==> config.mk <==
export PLATFORM = sky130hd
export DESIGN_NAME = dns_captive_answer_builder_top
export DESIGN_NICKNAME = d
export VERILOG_FILES = /design/src/design/dcab_pkg.sv /design/src/design/dcab_parser.sv /design/src/design/dcab_emitter.sv /design/src/design/dns_captive_answer_builder_top.sv
export SDC_FILE = /design/constraint.sdc
export NUM_CORES = 1
export LEC_CHECK = 0
export BUFFER_PORTS_ARGS = -buffer_cell sky130_fd_sc_hd__buf_2
export CAP_MARGIN = 10
export CORE_MARGIN = 3
export CORE_UTILIZATION = 55
export DETAILED_ROUTE_END_ITERATION = 16
export GPL_ROUTABILITY_DRIVEN = 0
export PLACE_DENSITY = 0.75
export SETUP_SLACK_MARGIN = 0.3
export SLEW_MARGIN = 10
export SYNTH_ARGS = -nofsm -noshare
export SYNTH_HDL_FRONTEND = slang
export SYNTH_SLANG_ARGS = --single-unit
==> constraint.sdc <==
create_clock -name clk -period 2.9 [get_ports clk]
set_input_delay 0.29 -clock clk [delete_from_list [all_inputs] [get_ports clk]]
set_output_delay 0.29 -clock clk [all_outputs]
set_load 0.02 [all_outputs]
==> src/design/dcab_pkg.sv <==
// shared types, constants and answer record table for the captive dns answer builder
`default_nettype none
package dcab_pkg;

	// frame size limit default
	localparam int unsigned MAX_FRAME_BYTES_DEF = 512;

	// config register reset values
	localparam logic [31:0] ADDR_RESET = 32'hC0A8_0401;
	localparam logic [31:0] TTL_RESET  = 32'd60;

	// config register indexes
	localparam logic CFG_ADDR = 1'b0;
	localparam logic CFG_TTL  = 1'b1;

	// header layout
	localparam int unsigned HDR_LAST_POS = 11;
	localparam int unsigned FLAGS_HI_POS = 2;
	localparam int unsigned FLAGS_LO_POS = 3;
	localparam int unsigned ANCNT_HI_POS = 6;
	localparam int unsigned ANCNT_LO_POS = 7;
	localparam logic [7:0] FLAGS_HI = 8'h84;
	localparam logic [7:0] FLAGS_LO = 8'h00;
	localparam logic [7:0] ANCNT_HI = 8'h00;
	localparam logic [7:0] ANCNT_LO = 8'h01;

	// qtype plus qclass bytes after the name
	localparam logic [2:0] TAIL_BYTES = 3'd4;

	// index of the final byte of the 16-byte answer record
	localparam logic [3:0] REC_LAST_IDX = 4'd15;

	// frame status codes
	typedef enum logic [1:0] {
		ST_OK        = 2'd0,
		ST_SHORT_HDR = 2'd1,
		ST_QUEST_END = 2'd2,
		ST_OVERSIZE  = 2'd3
	} status_t;

	// one parsed byte handed from parser to emitter
	typedef struct packed {
		logic       emit;
		logic [7:0] val;
		logic       last;
		status_t    status;
	} item_t;

	// answer record byte: name pointer, type A, class IN, ttl, rdlength, address
	function automatic logic [7:0] rec_byte(input logic [3:0] idx, input logic [31:0] ttl,
			input logic [31:0] addr);
		logic [7:0] b;
		b = 8'h00;
		unique case (idx)
			4'd0:    b = 8'hC0;
			4'd1:    b = 8'h0C;
			4'd2:    b = 8'h00;
			4'd3:    b = 8'h01;
			4'd4:    b = 8'h00;
			4'd5:    b = 8'h01;
			4'd6:    b = ttl[31:24];
			4'd7:    b = ttl[23:16];
			4'd8:    b = ttl[15:8];
			4'd9:    b = ttl[7:0];
			4'd10:   b = 8'h00;
			4'd11:   b = 8'h04;
			4'd12:   b = addr[31:24];
			4'd13:   b = addr[23:16];
			4'd14:   b = addr[15:8];
			default: b = addr[7:0];
		endcase
		return b;
	endfunction

endpackage
`default_nettype wire

==> src/design/dcab_parser.sv <==
// query parser: header rewrite, name walk, tail pass and error detection per byte
`default_nettype none
module dcab_parser #(
	parameter int unsigned MAX_FRAME_BYTES = dcab_pkg::MAX_FRAME_BYTES_DEF
) (
	input  wire logic           clk,
	input  wire logic           arst_n,
	input  wire logic           s_tvalid,
	output      logic           s_tready,
	input  wire logic [7:0]     s_tdata,
	input  wire logic           s_tlast,
	output      logic           item_valid,
	output      dcab_pkg::item_t item,
	input  wire logic           item_take
);

	localparam int unsigned PosW = $clog2(MAX_FRAME_BYTES + 1);
	localparam logic [PosW-1:0] MaxPos = PosW'(MAX_FRAME_BYTES);

	typedef enum logic [1:0] {
		PH_HEADER = 2'd0,
		PH_NAME   = 2'd1,
		PH_TAIL   = 2'd2,
		PH_DROP   = 2'd3
	} phase_t;

	logic [PosW-1:0] pos_q, pos_d;
	phase_t          phase_q, phase_d;
	logic [7:0]      skip_q, skip_d;
	logic [2:0]      tail_q, tail_d, tail_dec;
	logic            done_q, done_d;
	logic            over;
	logic            acc;
	dcab_pkg::item_t item_d;
	dcab_pkg::item_t item_s1;
	logic            valid_s1;

	assign s_tready   = !valid_s1 || item_take;
	assign acc        = s_tvalid && s_tready;
	assign item_valid = valid_s1;
	assign item       = item_s1;
	assign over       = pos_q >= MaxPos;
	assign tail_dec   = (tail_q != 3'd0) ? tail_q - 3'd1 : tail_q;

	// per byte parse step
	always_comb begin
		pos_d       = pos_q;
		phase_d     = phase_q;
		skip_d      = skip_q;
		tail_d      = tail_q;
		done_d      = done_q;
		item_d.emit = 1'b0;
		item_d.val  = s_tdata;
		item_d.last = s_tlast;
		if (!over) begin
			unique case (phase_q)
				PH_HEADER: begin
					item_d.emit = 1'b1;
					if (pos_q == PosW'(dcab_pkg::FLAGS_HI_POS)) item_d.val = dcab_pkg::FLAGS_HI;
					else if (pos_q == PosW'(dcab_pkg::FLAGS_LO_POS)) item_d.val = dcab_pkg::FLAGS_LO;
					else if (pos_q == PosW'(dcab_pkg::ANCNT_HI_POS)) item_d.val = dcab_pkg::ANCNT_HI;
					else if (pos_q == PosW'(dcab_pkg::ANCNT_LO_POS)) item_d.val = dcab_pkg::ANCNT_LO;
					if (pos_q >= PosW'(dcab_pkg::HDR_LAST_POS)) phase_d = PH_NAME;
				end
				PH_NAME: begin
					item_d.emit = 1'b1;
					if (skip_q != 8'd0) begin
						skip_d = skip_q - 8'd1;
					end else if (s_tdata == 8'd0) begin
						phase_d = PH_TAIL;
						tail_d  = dcab_pkg::TAIL_BYTES;
					end else begin
						skip_d = s_tdata;
					end
				end
				PH_TAIL: begin
					item_d.emit = 1'b1;
					tail_d      = tail_dec;
					if (tail_dec == 3'd0) begin
						phase_d = PH_DROP;
						done_d  = 1'b1;
					end
				end
				PH_DROP: begin
				end
			endcase
			pos_d = pos_q + PosW'(1);
		end
		// frame status, oversize first, then short header, then incomplete question
		priority if (over) item_d.status = dcab_pkg::ST_OVERSIZE;
		else if (pos_q < PosW'(dcab_pkg::HDR_LAST_POS)) item_d.status = dcab_pkg::ST_SHORT_HDR;
		else if (!done_d) item_d.status = dcab_pkg::ST_QUEST_END;
		else item_d.status = dcab_pkg::ST_OK;
	end

	// parse state, cleared after each last beat
	always_ff @(posedge clk or negedge arst_n) begin
		if (!arst_n) begin
			pos_q   <= '0;
			phase_q <= PH_HEADER;
			skip_q  <= '0;
			tail_q  <= '0;
			done_q  <= 1'b0;
		end else if (acc) begin
			if (s_tlast) begin
				pos_q   <= '0;
				phase_q <= PH_HEADER;
				skip_q  <= '0;
				tail_q  <= '0;
				done_q  <= 1'b0;
			end else begin
				pos_q   <= pos_d;
				phase_q <= phase_d;
				skip_q  <= skip_d;
				tail_q  <= tail_d;
				done_q  <= done_d;
			end
		end
	end

	// stage register toward the emitter
	always_ff @(posedge clk or negedge arst_n) begin
		if (!arst_n) begin
			valid_s1 <= 1'b0;
		end else if (s_tready) begin
			valid_s1 <= s_tvalid;
		end
	end

	always_ff @(posedge clk) begin
		if (acc) item_s1 <= item_d;
	end

endmodule
`default_nettype wire

==> src/design/dcab_emitter.sv <==
// output stage: byte results, error result and the answer record burst
`default_nettype none
module dcab_emitter (
	input  wire logic            clk,
	input  wire logic            arst_n,
	input  wire logic            item_valid,
	input  wire dcab_pkg::item_t item,
	output      logic            item_take,
	input  wire logic [31:0]     answer_address,
	input  wire logic [31:0]     answer_ttl,
	output      logic            m_tvalid,
	input  wire logic            m_tready,
	output      logic [7:0]      m_tdata,
	output      logic            m_tlast,
	output      logic [1:0]      m_tuser
);

	logic            out_valid_q;
	logic [7:0]      data_q;
	logic            last_q;
	logic [1:0]      status_q;
	logic            burst_q;
	logic [3:0]      idx_q;
	logic            load_ok;
	logic            nx_valid;
	logic [7:0]      nx_data;
	logic            nx_last;
	logic [1:0]      nx_status;
	logic            nx_burst;
	logic [3:0]      nx_idx;

	assign load_ok   = !out_valid_q || m_tready;
	assign item_take = load_ok && !burst_q;
	assign m_tvalid  = out_valid_q;
	assign m_tdata   = data_q;
	assign m_tlast   = last_q;
	assign m_tuser   = status_q;

	// choose the next result beat
	always_comb begin
		nx_valid  = 1'b0;
		nx_data   = 8'h00;
		nx_last   = 1'b0;
		nx_status = dcab_pkg::ST_OK;
		nx_burst  = burst_q;
		nx_idx    = idx_q;
		if (burst_q) begin
			nx_valid = 1'b1;
			nx_data  = dcab_pkg::rec_byte(idx_q, answer_ttl, answer_address);
			nx_last  = idx_q == dcab_pkg::REC_LAST_IDX;
			nx_burst = idx_q != dcab_pkg::REC_LAST_IDX;
			nx_idx   = idx_q + 4'd1;
		end else if (item_valid) begin
			if (item.last && item.status != dcab_pkg::ST_OK) begin
				// error frame: single zero beat carrying the status
				nx_valid  = 1'b1;
				nx_last   = 1'b1;
				nx_status = item.status;
			end else if (item.last) begin
				// answer: optional final query byte, then the record
				nx_valid = 1'b1;
				nx_burst = 1'b1;
				if (item.emit) begin
					nx_data = item.val;
					nx_idx  = 4'd0;
				end else begin
					nx_data = dcab_pkg::rec_byte(4'd0, answer_ttl, answer_address);
					nx_idx  = 4'd1;
				end
			end else if (item.emit) begin
				nx_valid = 1'b1;
				nx_data  = item.val;
			end
		end
	end

	// output register and burst counter
	always_ff @(posedge clk or negedge arst_n) begin
		if (!arst_n) begin
			out_valid_q <= 1'b0;
			burst_q     <= 1'b0;
			idx_q       <= '0;
		end else if (load_ok) begin
			out_valid_q <= nx_valid;
			burst_q     <= nx_burst;
			idx_q       <= nx_idx;
		end
	end

	always_ff @(posedge clk) begin
		if (load_ok) begin
			data_q   <= nx_data;
			last_q   <= nx_last;
			status_q <= nx_status;
		end
	end

endmodule
`default_nettype wire

==> src/design/dns_captive_answer_builder_top.sv <==
// top level of the captive dns answer builder: config registers, parser and emitter
//
// Takes a DNS query one byte per beat and streams back the response: header with
// flags 0x8400 and answer count 1, the question through QTYPE/QCLASS, later bytes
// dropped, and at the last beat a 16-byte A record holding answer_ttl and
// answer_address. One byte is accepted every cycle unless the output backs up; at
// each good frame end the input can stall while the output register drains the
// record, one byte per cycle while m_tready is high (the last query byte, when
// passed on, goes out ahead of the record). Results pass through the parser
// stage register and then the output register. A bad frame ends with one beat of
// data 0, tlast 1 and the status in m_tuser (1 short header, 2 question past
// end, 3 oversize); bytes already sent for it are void.
// Config writes are taken at any time but are meant only while the block is idle.
`default_nettype none
module dns_captive_answer_builder_top #(
	parameter int unsigned MAX_FRAME_BYTES = dcab_pkg::MAX_FRAME_BYTES_DEF
) (
	input  wire logic        clk,
	input  wire logic        arst_n,
	input  wire logic        s_tvalid,
	output      logic        s_tready,
	input  wire logic [7:0]  s_tdata,   // data_in
	input  wire logic        s_tlast,
	output      logic        m_tvalid,
	input  wire logic        m_tready,
	output      logic [7:0]  m_tdata,   // data_out
	output      logic        m_tlast,
	output      logic [1:0]  m_tuser,   // status
	input  wire logic        cfg_valid,
	output      logic        cfg_ready,
	input  wire logic        cfg_index,
	input  wire logic [31:0] cfg_data
);

	logic [31:0]     answer_address_q;
	logic [31:0]     answer_ttl_q;
	logic            item_valid;
	logic            item_take;
	dcab_pkg::item_t item;

	assign cfg_ready = 1'b1;

	// config registers
	always_ff @(posedge clk or negedge arst_n) begin
		if (!arst_n) begin
			answer_address_q <= dcab_pkg::ADDR_RESET;
			answer_ttl_q     <= dcab_pkg::TTL_RESET;
		end else if (cfg_valid) begin
			unique case (cfg_index)
				dcab_pkg::CFG_ADDR: answer_address_q <= cfg_data;
				dcab_pkg::CFG_TTL:  answer_ttl_q     <= cfg_data;
				default:            answer_ttl_q     <= answer_ttl_q;
			endcase
		end
	end

	dcab_parser #(
		.MAX_FRAME_BYTES(MAX_FRAME_BYTES)
	) u_parser (
		.clk       (clk),
		.arst_n    (arst_n),
		.s_tvalid  (s_tvalid),
		.s_tready  (s_tready),
		.s_tdata   (s_tdata),
		.s_tlast   (s_tlast),
		.item_valid(item_valid),
		.item      (item),
		.item_take (item_take)
	);

	dcab_emitter u_emitter (
		.clk           (clk),
		.arst_n        (arst_n),
		.item_valid    (item_valid),
		.item          (item),
		.item_take     (item_take),
		.answer_address(answer_address_q),
		.answer_ttl    (answer_ttl_q),
		.m_tvalid      (m_tvalid),
		.m_tready      (m_tready),
		.m_tdata       (m_tdata),
		.m_tlast       (m_tlast),
		.m_tuser       (m_tuser)
	);

endmodule
`default_nettype wire
==> qor.yml, run 1 <==
final_layout:
  area_growth_pct: 21.4
  fin_util_pct: 69.2
  drive_gt1_share_pct: 31.5
  nets: 675
  n_fill_cell: 759
  n_antenna_cell: 0
yosys:
  synth_xor_xnor_area_share_pct: 0.885
  yosys.area.top_type: "dfrtp_1"
  syn_avg_cell_area_um2: 11.3
  ys.warnings.count: 0
  synth.mux.area_fraction_pct: 13.4
  yosysMostFrequentCell: "dfrtp_1"
  syn-instance-count: 526
  ys_seq_area_share_pct: 51.9
  synth_seq_cells: 118
  synth_top_area_share_pct: 35.4
  synthAdderAreaFrac_pct: 3.37
  synth_nets: 589
  netlist_area_mm2: 0.00594
  ys_async_sr_fraction_pct: 80.5
  synth_cell_types: 63
  synth.area.top_cells: "dfrtp_1 (35%), mux2_2 (13%), edfxtp_1 (12%)"
  ys.flop_type: "dfrtp_1"
  synth_top_family_by_area: "compound AO/OA/AOI/OAI gates"
  synth_compound_area_share_pct: 14.5
  synth_edf_count: 23
  synth-simple-area-share_pct: 12.6
  ys_top_cells_by_count: "dfrtp_1 (84), mux2_2 (68), nand2_1 (32)"
setup_path:
  reg2reg_slack_ns: 0.49
  crit_path_max_fanout: 5
  crit_path_start_kind: "register"
  worst_setup_path_end_kind: "register"
  slowest_stage: "or4_1"
  arrival_ns: 2.86
  cp_cell_sequence: "inv_1 -> ha_1 -> inv_1 -> ha_1 -> nor4b_1 -> a311oi_1 -> or4_1 -> or4_1 -> o21ai_1"
  rr_worst_depth: 9
  r2r-start: "u_parser.tail_q[0]"
  cp_top_family: "simple AND/OR/NAND/NOR gates"
  crit_type: "reg -> reg"
  cp_num_buf_inv: 2
  rr_endpoint: "u_parser.phase_q[0]"
  worstPathRequired_ns: 3.35
  max_stage_delay_ns: 0.49
place:
  dp_hpwl_um: 9370
  io_buffers: 59
  preCtsSetupSlack_ns: 0.359
sta:
  drv_slew: 0
  max_freq_ghz: 0.414
  skew_ns: 0.00474
  finalHoldViolCount: 0
  rsz0062_at_grt: "no"
  finalCritPeriodShare_pct: 83.3
  fin_setup_tns_ns: 0
  worst_slew_pin_slew_ns: 0.659
  setup_viol: 0
  slew_headroom_pct: 54.9
  fin_crit_ns: 2.41
  worst_slack_ns: 0.486
  fin_hold_ws_ns: 0.0264
clocking:
  root_buffer: "clkbuf_8"
  cts.reportedPaths.clkPinSlew_ns: 0.05
  cts.htree.levels: 4
  clock_latency_ns: 0.53
  cts_tree: "built"
  clock_path_buffers: 2
  postCtsSetupBuffers: 0
  cts.sinks: 118
  numCtsBuffers: 17
floorplan:
  dieWidth_um: 110
  ios: 61
  initial_utilization_pct: 57.0
  coreArea_mm2: 0.0104
  die_h_um: 110
  rows: 37
  dieArea_mm2: 0.0121
global_route:
  grt_usage_pct: 25.4
  grt_max_degree: 53
  antenna_found_initial: 0
  grt.overflow.total: 0
  grt_pass1_vias: 4695
  grt_pass1_wl_um: 23200
route:
  top_layer: "met4"
  met2_length_um: 6500
  routed_via_density: 6.11
  wl_per_cell_um: 18.3
  wl_met3_um: 1020
  drt_iter0_markers: 407
  route.detailed.drc: 0
  finalWirelength_um: 14000
  dr.pass1.iters: 5
  num_vias: 4648
  drt-met1-wl_um: 6130
  ant_nets: 0
power:
  ir_worst_vdd_v: 0.000558
  p_leak_nw: 3.09
  total_power_mw: 7.09
  p_per_area_mw_per_mm2: 984
min_path:
  hp-start: "cfg_data[20]"
  hold_depth: 2
  min_to: "answer_ttl_q[20]"
  hold_path.class: "in -> reg"
outcome:
  status: "finished clean"
flow_run:
  maxCapViolations: 0
==> state kept, by name, summed over array words and instances, names as in the netlist, 3 cells and up <==
signal,cells
u_parser.pos_q,10
answer_ttl_q,32
u_parser.item,12
u_emitter.m_tdata,8
u_parser.tail_q,3
u_emitter.idx_q,4
answer_address_q,32
u_parser.skip_q,8
==> final cells by class <==
type / instances / area, um2 / area share, %
Clock buffer: 25 / 504 / 7.00
Clock inverter: 7 / 68.8 / 0.955
Inverter: 20 / 75.1 / 1.04
Multi-Input combinational cell: 361 / 2680 / 37.1
Sequential cell: 118 / 3080 / 42.8
Tap cell: 136 / 170 / 2.36
Timing Repair Buffer: 94 / 631 / 8.75
==> worst max-delay path by stage <==
| stage | start | endpoint | depth (start not counted) |
|---|---|---|---|
| 3_3_place_gp | u_parser.skip_q[0] | u_parser.skip_q[2] | 7 |
| 6_report | u_parser.tail_q[0] | u_parser.phase_q[0] | 9 |
| 3_5_place_dp | u_parser.skip_q[0] | u_parser.skip_q[7] | 7 |
| 4_1_cts | u_parser.skip_q[0] | u_parser.skip_q[7] | 7 |
| 2_1_floorplan | u_parser.skip_q[0] | u_parser.phase_q[0] | 7 |
| 5_1_grt | u_parser.tail_q[0] | u_parser.phase_q[0] | 9 |
==> per-stage QoR <==
stage | instance area, um2 | instances
5_1_grt | 7210 | 761
2_1_floorplan | 5940 | 526
4_1_cts | 7200 | 761
6_report | 7210 | 761
3_3_place_gp | 6390 | 706
3_5_place_dp | 6390 | 706
==> power breakdown <==
group	switching [mW]	total (mW)	leakage (nW)	internal, mW
sequential	0.378	2.54	1.36	2.16
combinational	1.48	2.57	1.45	1.09
clock	0.713	1.98	0.280	1.27
==> routing by layer <==
metal	global-route usage [%]	vias up
met2	39.3	207
li1	-	2135
met4	10.1	0
met1	33.8	2271
met3	7.16	35
met5	0	-
==> cell usage in the layout, fill, tap and decap left out, types with 5 or more instances in the layout <==
| master | count |
|---|---|
| ha_1 | 15 |
| nand2_1 | 32 |
| nor2_1 | 30 |
| a211oi_1 | 6 |
| dfrtp_1 | 84 |
| nand3_1 | 17 |
| dfstp_2 | 11 |
| o21ai_0 | 27 |
| dlygate4sd3_1 | 23 |
| nor2b_1 | 10 |
| o22ai_1 | 8 |
| a21oi_1 | 23 |
| nor3_1 | 8 |
| buf_4 | 12 |
| inv_1 | 18 |
| a21o_1 | 6 |
| and3_1 | 8 |
| a222oi_1 | 5 |
| mux2_2 | 68 |
| nor4_1 | 6 |
| buf_2 | 58 |
| a22o_1 | 10 |
| and2_1 | 6 |
| clkbuf_8 | 7 |
| edfxtp_1 | 23 |
| xnor2_1 | 6 |
| clkbuf_16 | 16 |
==> logic make-up after synthesis <==
group | Yosys count
buffers and inverters | 47
other | 1
and+or+nand+nor | 144
adders and majority gates | 16
DFF | 118
muxes | 71
xor gates and xnor gates | 6
AOI/OAI and AO/OA | 123
==> what timing repair did <==
item                                   CTS  global route
endpoints found under the hold margin   77             0
resized for setup                        0             4
setup endpoints to repair                0            12
hold buffers                            23             0
Note: power is estimated with default switching activity, not from simulation.
==> run 2, diff against run 1 <==
clock period = 2.3 ns   (was 2.9 ns; I/O delays follow)
==> qor.yml, run 2 (synthesis gave the netlist of run 1 again) <==
route:
  drt_iter0_markers: 341  # -16%
  routed_via_density: 6.11  # +0.12%
  num_vias: 5002  # +7.6%
  ant_nets: 0  # unchanged
  route.detailed.drc: 0  # unchanged
  dr.pass1.iters: 5  # unchanged
  wl_per_cell_um: 19.2  # +4.9%
  finalWirelength_um: 15700  # +13%
power:
  p_per_area_mw_per_mm2: 1290  # +31%
  p_leak_nw: 3.41  # +10%
  ir_worst_vdd_v: 0.000839  # +50%
floorplan:
  rows: 37  # unchanged
  coreArea_mm2: 0.0104  # unchanged
  initial_utilization_pct: 57.0  # unchanged
  dieWidth_um: 110  # unchanged
  dieArea_mm2: 0.0121  # unchanged
  die_h_um: 110  # unchanged
  ios: 61  # unchanged
setup_path:
  crit_path_start_kind: "register"
  arrival_ns: 2.62  # -0.24 ns
  max_stage_delay_ns: 0.56  # +0.07 ns
  r2r-start: "u_parser.skip_q[4]"
  rr_endpoint: "u_parser.tail_q[1]"
  worst_setup_path_end_kind: "register"
  crit_type: "reg -> reg"
  reg2reg_slack_ns: 0.09  # -0.40 ns
  worstPathRequired_ns: 2.70  # -0.65 ns
  slowest_stage: "or4_4"
  crit_path_max_fanout: 3  # -2
  rr_worst_depth: 6  # -3
  cp_cell_sequence: "or4_4 -> o41ai_4 -> buf_4 -> a21oi_4 -> a311oi_2 -> o22ai_1"
sta:
  finalCritPeriodShare_pct: 96.2  # +13 points
  fin_crit_ns: 2.21  # -0.202 ns
  slew_headroom_pct: 55.8  # +0.92 points
  finalHoldViolCount: 0  # unchanged
  setup_viol: 0  # unchanged
  worst_slew_pin_slew_ns: 0.662  # +0.00324 ns
  drv_slew: 0  # unchanged
  fin_hold_ws_ns: 0.0364  # +0.0100 ns
  max_freq_ghz: 0.452  # +9.1%
  skew_ns: 0.00753  # +0.00279 ns
  rsz0062_at_grt: "yes"
  worst_slack_ns: 0.0875  # -0.398 ns
place:
  place_inst: 728  # +3.1%
  preCtsSetupSlack_ns: -0.0352  # -0.394 ns
  io_buffers: 59  # unchanged
  dp_hpwl_um: 9760  # +4.1%
clocking:
  root_buffer: "clkbuf_8"
  clock_latency_ns: 0.53  # about the same
  cts.reportedPaths.clkPinSlew_ns: 0.06  # about the same
  clock_path_buffers: 2  # unchanged
  cts.htree.levels: 4  # unchanged
  cts.sinks: 118  # unchanged
  cts_tree: "built"
  numCtsBuffers: 17  # unchanged
final_layout:
  final_common_cell: "dfrtp_1"
  final_cell_count_no_fill: 818  # +7.5%
  seqCellArea_mm2: 0.00308  # about the same
  multi_input_area_mm2: 0.00297  # +11%
  final_cell_mix: "dfrtp_1 (82), mux2_2 (68), buf_2 (58)"
  n_antenna_cell: 0  # unchanged
  drive_gt1_share_pct: 41.1  # +9.5 points
  n_fill_cell: 651  # -14%
  fin_util_pct: 76.5  # +7.3 points
  nets: 732  # +8.4%
  area_growth_pct: 34.2
min_path:
  hp-start: "s_tdata[2]"
  min_to: "u_parser.item[5]"
  hold_depth: 2  # unchanged
  hold_path.class: "in -> reg"
global_route:
  grt_pass1_vias: 4977  # +6.0%
  antenna_found_initial: 0  # unchanged
  grt.overflow.total: 0  # unchanged
  grt_max_degree: 50  # -5.7%
  grt_usage_pct: 26.8  # +1.4 points
  grt_pass1_wl_um: 24300  # +4.7%
flow_run:
  maxCapViolations: 0  # unchanged
outcome:
  status: "finished clean"
run 2: layout make-up:
cell class / instances / share of cell area [%]
clock buffer: 27 / 5.92
clock inverter: 5 / 0.943
inverter: 20 / 1.02
multi-input combinational: 362 / 37.3
sequential: 118 / 38.7
tap: 136 / 2.14
timing repair buffer: 150 / 13.9
run 2: how the worst max path moves through the flow:
stage	from	endpoint	slack (ns)	depth (start not counted)
global route	u_parser.tail_q[0]	u_parser.phase_q[0]	0.004	10
detailed placement	u_parser.tail_q[0]	u_parser.phase_q[0]	-0.04	8
CTS	u_parser.tail_q[1]	u_parser.phase_q[0]	0.08	9
global placement	u_parser.tail_q[0]	u_parser.phase_q[0]	0.09	9
finish	u_parser.skip_q[4]	u_parser.tail_q[1]	0.09	6
floorplan	u_parser.tail_q[0]	u_parser.phase_q[0]	0.08	9
run 2: where the power goes:
part / total [mW] / internal, mW / switching, mW
Clock: 2.47 / 1.59 / 0.882
Sequential: 3.14 / 2.73 / 0.408
Combinational: 4.65 / 2.15 / 2.50
run 2: repair_timing:
item,CTS,global route
pin swaps,14,29
setup endpoints to repair,29,23
setup buffers,11,11
gates cloned,0,1
gates resized for setup,37,43
endpoints found under the hold margin,107,0
hold buffers,35,0
run 2: per-stage QoR:
| step | instance area, um2 | setup TNS, ns | power [mW] |
|---|---|---|---|
| CTS | 7720 | 0 | 9.59 |
| floorplan | 5970 | 0 | 5.47 |
| global placement | 6590 | 0 | 6.51 |
| finish | 7970 | 0 | 10.3 |
| global route | 7970 | 0 | 10.8 |
| detailed placement | 6590 | -0.0497 | 6.65 |
run 2: metal layers:
layer | up-vias | share of wire (%) | track usage, %
met5 | - | 0 | 0
met4 | 0 | 3.5 | 11.9
met3 | 53 | 7.2 | 8.28
met2 | 227 | 50 | 44.1
met1 | 2473 | 39 | 32.3
li1 | 2249 | - | -
run 2: critical path, delay by kind of cell, from the launching register on:
kind                   cells  cell delay (ns)
and+or+nand+nor            1             0.56
AOI/OAI and AO/OA          4             0.95
buffers and inverters      1             0.20
DFF                        1             0.38
==> run 3, diff against run 2 <==
CORE_UTILIZATION = 50   (was 55)
PLACE_DENSITY = 0.69   (was 0.75)
==> qor.yml, run 3 (synthesis gave the netlist of run 1 again) <==
setup_path:
  rr_worst_depth: 7  # +1
  cp_cell_sequence: "or4_4 -> o41ai_4 -> buf_4 -> a21oi_4 -> buf_6 -> o21ai_2 -> o41ai_2"
  reg2reg_slack_ns: 0.13  # +0.04 ns
  worst_setup_path_end_kind: "register"
  cp_top_family: "compound AO/OA/AOI/OAI gates"
  rr_endpoint: "u_parser.tail_q[2]"
  r2r-start: "u_parser.skip_q[4]"
  crit_path_max_fanout: 4  # +1
  crit_path_start_kind: "register"
  max_stage_delay_ns: 0.57  # about the same
  cp_num_buf_inv: 2  # +1
  arrival_ns: 2.44  # -0.18 ns
  worstPathRequired_ns: 2.57  # -0.13 ns
  crit_type: "reg -> reg"
  slowest_stage: "or4_4"
sta:
  finalCritPeriodShare_pct: 94.5  # -1.7 points
  fin_crit_ns: 2.17  # -0.0399 ns
  finalHoldViolCount: 0  # unchanged
  worst_slew_pin_slew_ns: 0.650  # -0.0128 ns
  skew_ns: 0.0220  # +0.0145 ns
  rsz0062_at_grt: "yes"
  slew_headroom_pct: 56.7  # +0.85 points
  fin_setup_tns_ns: 0  # unchanged
  setup_viol: 0  # unchanged
  drv_slew: 0  # unchanged
  fin_hold_ws_ns: 0.0510  # +0.0146 ns
  max_freq_ghz: 0.460  # +1.8%
min_path:
  hold_depth: 2  # unchanged
  hold_path.class: "in -> reg"
  hp-start: "cfg_data[17]"
  min_to: "answer_ttl_q[17]"
place:
  io_buffers: 59  # unchanged
  place_inst: 733  # +0.69%
  dp_hpwl_um: 10100  # +3.7%
clocking:
  clock_path_buffers: 2  # unchanged
  cts_tree: "built"
  cts.htree.levels: 4  # unchanged
  root_buffer: "clkbuf_16"
  cts.sinks: 118  # unchanged
  cts.reportedPaths.clkPinSlew_ns: 0.05  # about the same
  clock_latency_ns: 0.43  # -0.10 ns
  numCtsBuffers: 17  # unchanged
route:
  wl_per_cell_um: 19.1  # -0.79%
  drt_iter0_markers: 329  # -3.5%
  ant_nets: 0  # unchanged
  routed_via_density: 6.03  # -1.3%
  finalWirelength_um: 15100  # -4.1%
  dr.pass1.iters: 7  # +2
  route.detailed.drc: 0  # unchanged
  num_vias: 4772  # -4.6%
floorplan:
  die_h_um: 115  # +4.6%
  initial_utilization_pct: 51.6  # -5.4 points
  dieWidth_um: 115  # +4.6%
  ios: 61  # unchanged
  coreArea_mm2: 0.0115  # +11%
  rows: 39  # +5.4%
  dieArea_mm2: 0.0132  # +9.4%
power:
  p_per_area_mw_per_mm2: 1350  # +5.2%
  ir_worst_vdd_v: 0.00113  # +35%
  p_leak_nw: 3.30  # -3.4%
global_route:
  grt_pass1_vias: 4705  # -5.5%
  grt_usage_pct: 22.8  # -4.0 points
  antenna_found_initial: 0  # unchanged
  grt.overflow.total: 0  # unchanged
  grt_max_degree: 51  # +2.0%
  grt_pass1_wl_um: 23200  # -4.3%
final_layout:
  nets: 698  # -4.6%
  multi_input_area_mm2: 0.00293  # -1.5%
  final_cell_count_no_fill: 791  # -3.3%
  final_common_cell: "dfrtp_1"
  seqCellArea_mm2: 0.00308  # unchanged
  n_fill_cell: 882  # +35%
  area_growth_pct: 29.0
  drive_gt1_share_pct: 42.9  # +1.8 points
  n_antenna_cell: 0  # unchanged
  final_cell_mix: "dfrtp_1 (82), mux2_2 (68), buf_2 (58)"
outcome:
  status: "finished clean"
flow_run:
  maxCapViolations: 0  # unchanged
## run 3: cell count changes in the layout (fill, tap and decap cells not counted), sizes merged
cell / previous run / this run
dlygate4sd3: 35 / 1
clkbuf: 27 / 22
buf: 115 / 114
bufinv: 2 / 4
clkinv: 4 / 8
## run 3: worst max-delay path by stage
stage | from | endpoint | slack, ns | cells after the start
finish | u_parser.skip_q[4] | u_parser.tail_q[2] | 0.13 | 7
detailed placement | u_parser.tail_q[0] | u_parser.phase_q[0] | -0.04 | 9
CTS | u_parser.skip_q[0] | u_parser.tail_q[0] | 0.1 | 8
floorplan | u_parser.tail_q[0] | u_parser.phase_q[0] | 0.08 | 9
global route | u_parser.tail_q[0] | u_parser.phase_q[0] | 0.05 | 9
global placement | s_tdata[5] | u_parser.phase_q[0] | 0.1 | 6
## run 3: through the flow
step,worst slack (ns),power (mW),area [um2],util [%]
floorplan,0.0819,5.47,5970,-
global placement,0.0978,6.53,6590,57.2
detailed placement,-0.0374,6.65,6590,57.2
CTS,0.0974,9.84,7440,64.6
global route,0.0546,10.9,7660,66.5
finish,0.127,10.4,7660,66.5
## run 3: layer usage
| layer | share of wire [%] | global-route usage (%) | up-vias |
|---|---|---|---|
| li1 | - | - | 2180 |
| met1 | 42 | 28.0 | 2354 |
| met2 | 50 | 37.9 | 196 |
| met3 | 6.1 | 6.79 | 42 |
| met4 | 2.7 | 9.00 | 0 |
| met5 | 0 | 0 | - |
## run 3: cell type report
class,count,share of cell area [%]
Multi-Input combinational cell,362,38.2
Timing Repair Buffer,116,10.0
Inverter,20,1.13
Tap cell,143,2.34
Clock inverter,11,2.01
Clock buffer,21,6.01
Sequential cell,118,40.3
## run 3: repair_timing
action | CTS | global route
hold buffers | 1 | 0
resized for setup | 31 | 34
pin swaps | 13 | 22
endpoints found under the setup margin | 28 | 29
hold endpoints to repair | 41 | 0
setup buffers | 13 | 11
cloned | 1 | 0
## run 3: worst register-to-register path, cell delays in order (launching register included)
cell and delay, ns:
dfrtp_1 0.39, or4_4 0.57, o41ai_4 0.43, buf_4 0.21, a21oi_4 0.06, buf_6 0.14, o21ai_2 0.13, o41ai_2 0.10
## run 3: power breakdown
part / switching [mW] / internal (mW)
combinational: 2.41 / 2.11
clock: 0.893 / 1.85
sequential: 0.389 / 2.73
